[config.mk]
export PLATFORM = sky130hd
export DESIGN_NAME = plin_div
export DESIGN_NICKNAME = d
export VERILOG_FILES = /design/src/design/plin_pkg.sv /design/src/design/plin_div.sv
export SDC_FILE = /design/constraint.sdc
export NUM_CORES = 1
export LEC_CHECK = 0
export BUFFER_PORTS_ARGS = -buffer_cell sky130_fd_sc_hd__buf_2
export CORE_MARGIN = 3
export CORE_UTILIZATION = 59
export CTS_BUF_LIST = sky130_fd_sc_hd__clkbuf_4 sky130_fd_sc_hd__clkbuf_8 sky130_fd_sc_hd__clkbuf_16
export DETAILED_ROUTE_END_ITERATION = 10
export GPL_ROUTABILITY_DRIVEN = 0
export PLACE_DENSITY = 0.82
export SYNTH_ARGS = -nofsm -noshare
export SYNTH_HDL_FRONTEND = slang
export SYNTH_SLANG_ARGS = --single-unit
[constraint.sdc]
create_clock -name clock -period 9.98 [get_ports clock]
set_clock_uncertainty 0.2 [all_clocks]
set_input_delay 1.996 -clock clock [delete_from_list [all_inputs] [get_ports clock]]
set_output_delay 1.996 -clock clock [all_outputs]
set_load 0.1 [all_outputs]
[src/design/plin_pkg.sv]
// Package with the types and constants of the piecewise linear interpolator.
`timescale 1ns / 1ps
package plin_pkg;
   localparam int TABLE_DEPTH_DEF = 64;
   localparam int FRAC_BITS_DEF   = 16;
   localparam int VAL_W           = 32;
   localparam int IDX_W           = 6;
   localparam int CNT_W           = 7;
   localparam int REQ_TDATA_W     = 104;
   localparam int STATUS_W        = 2;

   typedef enum logic {
      OP_WRITE = 1'b0,
      OP_QUERY = 1'b1
   } op_type;

   typedef enum logic [STATUS_W-1:0] {
      STATUS_OK          = 2'd0,
      STATUS_EMPTY       = 2'd1,
      STATUS_NO_INTERVAL = 2'd2
   } status_type;

   typedef enum logic [2:0] {
      ST_IDLE,
      ST_FIRST,
      ST_LAST,
      ST_SCAN,
      ST_DIV,
      ST_MUL,
      ST_SUM,
      ST_EMIT
   } state_type;
endpackage

[src/design/plin_div.sv]
// Restoring divider that yields one quotient bit per cycle for the weight.
`timescale 1ns / 1ps
module plin_div import plin_pkg::*; #(
   parameter int QW = FRAC_BITS_DEF + 1,
   parameter int DW = VAL_W + 1
) (
   input  logic          clock,
   input  logic          reset,
   input  logic          start,
   input  logic [DW-1:0] dividend,
   input  logic [DW-1:0] divisor,
   output logic          done,
   output logic [QW-1:0] quotient
);
   localparam int RW = DW + 1;
   localparam int CW = $clog2(QW) + 1;

   logic          busy_ff, busy_in;
   logic          done_ff, done_in;
   logic [CW-1:0] cnt_ff, cnt_in;
   logic [RW-1:0] rem_ff, rem_in;
   logic [RW-1:0] den_ff, den_in;
   logic [QW-1:0] quo_ff, quo_in;
   logic [RW-1:0] shifted;
   logic          bit_ge;

   always_comb begin
      shifted = (cnt_ff == '0) ? rem_ff : (rem_ff << 1);
      bit_ge  = (shifted >= den_ff);
      busy_in = busy_ff;
      done_in = 1'b0;
      cnt_in  = cnt_ff;
      rem_in  = rem_ff;
      den_in  = den_ff;
      quo_in  = quo_ff;
      if (start) begin
         busy_in = 1'b1;
         cnt_in  = '0;
         rem_in  = RW'(dividend);
         den_in  = RW'(divisor);
         quo_in  = '0;
      end else if (busy_ff) begin
         rem_in = bit_ge ? (shifted - den_ff) : shifted;
         quo_in = (quo_ff << 1) | QW'(bit_ge);
         cnt_in = cnt_ff + CW'(1);
         if (cnt_ff == CW'(QW - 1)) begin
            busy_in = 1'b0;
            done_in = 1'b1;
         end
      end
   end

   always_ff @(posedge clock) begin
      if (reset) begin
         busy_ff <= 1'b0;
         done_ff <= 1'b0;
      end else begin
         busy_ff <= busy_in;
         done_ff <= done_in;
      end
   end

   always_ff @(posedge clock) begin
      cnt_ff <= cnt_in;
      rem_ff <= rem_in;
      den_ff <= den_in;
      quo_ff <= quo_in;
   end

   assign done     = done_ff;
   assign quotient = quo_ff;
endmodule

==> key figures, run 1 <==
Synthesis
  – Simple-Gate Fraction of Synth Area: 12.9%
  – Synth cell count leaders: 69 x nor2_1, 66 x edfxtp_1, 61 x a21oi_1
  – Number of synthesized flops with an enable pin: 66
  – Seq/Total Area, Yosys: 41.1%
  – YS warnings: 0
  – Synth Area in XOR/XNOR: about 4.3%
  – Top cells by area, synth: edfxtp_1 33%, dfxtp_1 8.6%, ha_1 7.2%
  – Synth Instances: 621
  – Synth Area in Adders: 7.53%
  – Mapped Area: roughly 6000 µm²
  – Post-synth ARST share: 0%
  – Mux contribution to synthesized area: 11.6%
  – Synth Flop Type: edfxtp_1
  – Dominant cell type by area after synthesis: edfxtp_1
  – Post-synthesis compound-gate area fraction: approximately 17%
  – Synth cell types: 61
  – Synth Register Bits: 92
  – Most frequent cell after synthesis: nor2_1
  – Area share of the largest cell type after synthesis: between 30% and 40%
  – Avg Inst Size Synth: just under 10 µm²
  – Main combinational cell family by area after synthesis: compound AO/OA/AOI/OAI gates
  – Syn nets: ~730

Timing
  – # setup viols final: 0
  – RSZ-0062 raised after global routing: no
  – Final hold violations: 0
  – Final worst-path cycle share: between 50% and 60%
  – Max Slew Vio Count: 0
  – Slew headroom: 21.0%
  – Peak Freq: ~0.20 GHz
  – Min Tclk post-route: 5.05 ns
  – Setup_tns: 0 ns
  – Tightest Pin Transition: approximately 1.2 ns

Clocking
  – H-tree depth: 3
  – CTS tree: built
  – Num Clock Sinks: 92
  – Later-pin clock latency in the skew report: roughly 0.40 ns
  – Gates resized, CTS repair: 0
  – Postcts setup bufs: 0
  – Number of buffers created by CTS: 9
  – CTS Buffer Depth: 2
  – Worst-path clk slew: about 0.10 ns
  – CTS Root Cell: clkbuf_8
  – Hold-fix buffers, CTS: 0

Power
  – P_leak: about 2.9 nW
  – IR drop worst, VDD: about 0.18 mV
  – PD cells: between 200 and 300 nW/µm²

Worst setup path
  – CP arrival: approximately 5 ns
  – Crit Path Category: reg -> reg
  – Register-to-register setup slack: roughly 4.9 ns
  – CP Capture Type: flip-flop
  – Required time of the critical path: about 10 ns
  – Worst R2R End: rem_ff[28]
  – R2R cell count: 15
  – Worst r2r src: cnt_ff[0]
  – Worst-path fanout max: between 50 and 60
  – Critical path origin: cnt_ff[0]
  – CP endpoint: rem_ff[28]
  – Startpoint types: flip-flop

Worst hold path
  – Type of the worst min-delay path: reg -> reg

Flow run
  – Max-Cap Viols: 0

Floorplan
  – Die Ht: about 110 µm
  – I/O pin count: 87
  – # rows: 36
  – Initial Util: about three fifths
  – Core box area: between 9000 and 10000 µm²
  – Die W: 108 µm
  – DIE AREA: 11600 µm²

Layout
  – Final Cell Area: between 6000 and 7000 µm²
  – # fillers: 800
  – Layout cells sized above 1: 24.0%
  – Final net count: 800
  – N_diodes: 0
  – Layout area overhead: 11.1%

Global route
  – Largest net degree at the start of global routing: 58
  – Grt ovf: 0
  – Number of global-route vias before repair: around 4.5k
  – Initial antenna violation count: 0
  – Gr usage total: approximately 23%
  – First-pass GRT wire length: around 21000 µm

Drt
  – Initial DRC count: roughly 240
  – Routed WL: ~13000 µm
  – Post-route ant nets: 0
  – Routed vias: just under 5k
  – Drt wl/cell: 15.5 µm
  – Residual DRC count: 0
  – Vias per inst: roughly 5.8
  – Pre-Repair DR Iteration Count: 7

Placed design
  – Post-DP Area: around 6600 µm²
  – Port Buf Inserts: 86
  – Detailed placement HPWL: about 9400 µm

Run status
  – Outcome: complete, no violations
## layer usage
metal  GRT usage [%]  wire length [µm]  part of all wire (%)
met1            30.8              5840                    45
met2            36.0              6110                    47
met3            4.44               713                   5.5
met4            9.29               279                   2.2
met5               0                 0                     0
## worst min path at each step
stage,start,endpoint,slack [ns],cells after the start
floorplan,cnt_ff[4],done,0.26,2
global placement,quotient[16],quotient[16],0.27,2
detailed placement,cnt_ff[4],done,0.29,2
CTS,cnt_ff[4],done,0.30,2
global route,cnt_ff[4],done,0.34,2
finish,cnt_ff[4],done,0.30,2
## power by group
group | switching (W) | internal, W | total (W) | leakage [nW]
clock | 0.000150 | 0.0000964 | 0.000247 | 0.0975
sequential | 0.0000383 | 0.000511 | 0.000549 | 0.860
combinational | 0.000688 | 0.000513 | 0.00120 | 1.92
## per-stage QoR
step                      cells  util [%]  setup WS [ns]  hold WS [ns]  total power, W
after floorplan             621         -           5.92         0.255         0.00154
after global placement      817      66.3           5.26         0.272         0.00169
after detailed placement    817      66.3           5.07         0.288         0.00173
after CTS                   833      68.2           4.97         0.301         0.00199
after global routing        833      68.2           4.58         0.339         0.00215
final                       833      68.2           4.93         0.300         0.00200
## state kept, by name, indices dropped and copies added, names as in the netlist
register	cells
done	1
busy_ff	1
den_ff	33
rem_ff	34
cnt_ff	6
quotient	17
## kinds of logic (layout without fill, tap and decap cells)
kind of cell	count (synthesis)	in the layout
buffers and inverters	72	151
DFF	92	92
xor gates and xnor gates	30	30
and+or+nand+nor	167	167
adders and majority gates	36	36
AOI/OAI and AO/OA	158	158
muxes	66	66
## final cells by class
type	count	area, µm²	area share [%]
Inverter	45	169	2.50
Sequential cell	92	2500	37.0
Timing Repair Buffer	90	460	6.81
Clock inverter	7	61.3	0.907
Clock buffer	9	124	1.83
Multi-Input combinational cell	457	3280	48.5
Tap cell	133	166	2.46
## worst max-delay path, stage by stage (launching register included)
cell	delay (ns)
dfxtp_1	0.36
inv_1	0.07
ha_1	0.14
nor4b_4	0.25
and2_1	0.48
mux2_2	0.41
ha_1	0.39
nand2_1	0.15
nor2_2	0.18
nand4_1	0.19
nor4_1	0.41
o21ai_2	0.14
nand2_2	0.87
nand3_1	0.20
o31ai_1	0.28
nor3_1	0.08
## cell usage in the layout (no fill, tap or decap), types with 9 or more instances in the layout
| master | Yosys | final |
|---|---|---|
| mux2i_1 | 29 | 29 |
| a21o_1 | 12 | 12 |
| nor2_1 | 69 | 69 |
| buf_2 | 4 | 86 |
| a21oi_1 | 61 | 61 |
| o21ai_0 | 16 | 16 |
| clkbuf_8 | 0 | 9 |
| nor3_1 | 9 | 9 |
| dfxtp_1 | 26 | 26 |
| edfxtp_1 | 66 | 66 |
| mux2_2 | 37 | 37 |
| nand2_1 | 37 | 37 |
| inv_1 | 45 | 45 |
| nand3_1 | 13 | 13 |
| nand4_1 | 10 | 10 |
| xnor2_1 | 21 | 21 |
| xor2_1 | 9 | 9 |
| ha_1 | 35 | 35 |
| o21ai_1 | 18 | 18 |
(Power assumes the default switching activity.)
==> run 2: changes to the inputs <==
CORE_UTILIZATION = 58   (was 59)
PLACE_DENSITY = 0.81   (was 0.82)
clock period = 4.9 ns   (was 9.98 ns; I/O delays follow)
==> key figures, run 2 (synthesis results as in run 1) <==
Clocking
  – Num Clock Sinks: 92 (unchanged)
  – CTS Buffer Depth: 2 (unchanged)
  – Hold-fix buffers, CTS: 0 (unchanged)
  – Gates resized, CTS repair: 0 (unchanged)
  – Number of buffers created by CTS: 9 (unchanged)
  – Worst-path clk slew: 0.09 ns (about the same)
  – Postcts setup bufs: 0 (unchanged)
  – CTS tree: built
  – H-tree depth: 3 (unchanged)
  – Later-pin clock latency in the skew report: 0.39 ns (about the same)
  – CTS Root Cell: clkbuf_8

Timing
  – Final hold violations: 0 (unchanged)
  – Setup_tns: 0 ns (unchanged)
  – RSZ-0062 raised after global routing: no
  – # setup viols final: 0 (unchanged)
  – Max Slew Vio Count: 0 (unchanged)
  – Peak Freq: 0.224 GHz (+13%)
  – Min Tclk post-route: 4.47 ns (-0.583 ns)
  – Slew headroom: 40.9% (+20 points)
  – Tightest Pin Transition: 0.886 ns (-0.294 ns)
  – Final worst-path cycle share: 91.2% (+41 points)

Drt
  – Residual DRC count: 0 (unchanged)
  – Vias per inst: 5.81 (-0.19%)
  – Drt wl/cell: 16.1 µm (+3.7%)
  – Initial DRC count: 342 (+42%)
  – Routed WL: 13500 µm (+4.2%)
  – Post-route ant nets: 0 (unchanged)
  – Routed vias: 4867 (+0.29%)
  – Pre-Repair DR Iteration Count: 5 (-2)

Layout
  – Layout cells sized above 1: 24.4% (+0.43 points)
  – Final net count: 804 (+0.50%)
  – Max reg flops: 34 (unchanged)
  – Commonest non-fill, non-tap cells in the layout: 86 x buf_2, 69 x nor2_1, 66 x edfxtp_1, 61 x a21oi_1, 45 x inv_1
  – Final core occ: 68.1% (-0.13 points)
  – Final Cell Area: 6810 µm² (+0.72%)
  – Commonest non-fill, non-tap cell in the layout: buf_2
  – Layout area overhead: 11.9%
  – Post-layout instance count excluding filler cells: 837 (+0.48%)
  – N_diodes: 0 (unchanged)
  – Biggest register: rem_ff

Worst setup path
  – Startpoint types: flip-flop
  – Largest stage delay, worst path: 0.48 ns (-0.39 ns)
  – CP Capture Type: flip-flop
  – CP max stage cell: and2_1
  – Worst-path fanout max: 45 (-21%)
  – Crit Path Category: reg -> reg
  – CP arrival: 4.40 ns (-0.61 ns)
  – Required time of the critical path: 4.83 ns (-5.10 ns)
  – Sequence of cells on the critical path: inv_1 > ha_1 > nor4b_4 > and2_1 > mux2_2 > ha_1 > nand2_1 > nor2_2 > nand4_1 > nor4_1 > o21ai_2 > nand2_2 > buf_12 > a21oi_1 > mux2_2

Power
  – Seq pwr share: 27.3% (-0.2 points)
  – Int Pwr: 0.00234 W (+110%)
  – IR drop worst, VDD: 0.405 mV (+120%)
  – P_leak: 2.90 nW (+0.88%)
  – Switch Pwr: 0.00177 W (+100%)
  – Gate power share: 60.4% (+0.2 points)
  – PD cells: 603 nW/µm² (+100%)
  – Clock power frac: 12.3% (about the same)
  – Sw Ratio: 43.1% (-0.79 points)

Global route
  – Largest net degree at the start of global routing: 50 (-14%)
  – Grt ovf: 0 (unchanged)
  – First-pass GRT wire length: 21900 µm (+4.7%)
  – Number of global-route vias before repair: 4649 (+4.1%)
  – Gr usage total: 23.5% (+0.74 points)
  – Initial antenna violation count: 0 (unchanged)

Run status
  – Outcome: complete, no violations

Placed design
  – Inst Count DP: 821 (+0.49%)
  – Port Buf Inserts: 86 (unchanged)
  – Post-DP Area: 6620 µm² (+0.65%)
  – Detailed placement HPWL: 9870 µm (+5.3%)

Flow run
  – Max-Cap Viols: 0 (unchanged)

Worst hold path
  – Type of the worst min-delay path: reg -> reg

Floorplan
  – Die Ht: 108 µm (+0.81%)
  – # rows: 36 (unchanged)
  – Initial Util: 60.8% (-0.55 points)
  – DIE AREA: 11800 µm² (+1.6%)
  – Core box area: 10000 µm² (+0.91%)
  – Die W: 108 µm (+0.81%)
  – I/O pin count: 87 (unchanged)
## run 2: changes by cell type in the layout (fill, tap and decap cells not counted), sizes merged
cell,delta
inv,-3
clkinv,+1
clkbuf,+1
clkinvlp,+1
buf,+4
## run 2: worst paths after layout
path | endpoint | from | depth (start not counted) | slack (ns)
worst max-delay path | rem_ff[11] | cnt_ff[0] | 15 | 0.43
worst max register to register | rem_ff[11] | cnt_ff[0] | 15 | 0.43
worst min-delay path | quotient[7] | quotient[7] | 2 | 0.32
worst min register to register | quotient[7] | quotient[7] | 2 | 0.32
## run 2: per-layer routing
metal | global-route usage [%] | up-vias | part of all wire (%)
met3 | 5.19 | 22 | 5.6
met2 | 39.7 | 156 | 49
met5 | 0 | - | 0
li1 | - | 2409 | -
met4 | 6.94 | 0 | 2.0
met1 | 30.3 | 2280 | 43
## run 2: area by class of cell
cell class                 count  area [µm²]
clock buffer                  10         149
clock inverter                 6        42.5
fill                         817        3190
inverter                      45         169
multi-input combinational    457        3280
sequential                    92        2500
tap                          133         166
timing repair buffer          94         503
## run 2: worst max-delay path, delay by kind of cell, from the launching register on
family / cells / cell delay (ns)
mux: 2 / 0.66
fa+ha+maj: 2 / 0.52
buf+inv: 2 / 0.33
flops: 1 / 0.36
compound gates: 2 / 0.24
simple gates: 7 / 1.89
## run 2: power by group through the flow
stage	Combinational (W)	Sequential, W	Clock [W]
after global routing	0.00273	0.00114	0.000542
after CTS	0.00245	0.00112	0.000515
after floorplan	0.00201	0.00111	0
final	0.00248	0.00112	0.000504
after detailed placement	0.00243	0.00114	0
after global placement	0.00235	0.00113	0
## run 2: through the flow
stage	hold WS, ns	setup slack [ns]	power [W]
2_1_floorplan	0.255	0.837	0.00313
3_3_place_gp	0.269	0.675	0.00348
3_5_place_dp	0.306	0.485	0.00357
4_1_cts	0.319	0.469	0.00409
5_1_grt	0.364	0.0384	0.00441
6_report	0.325	0.431	0.00411
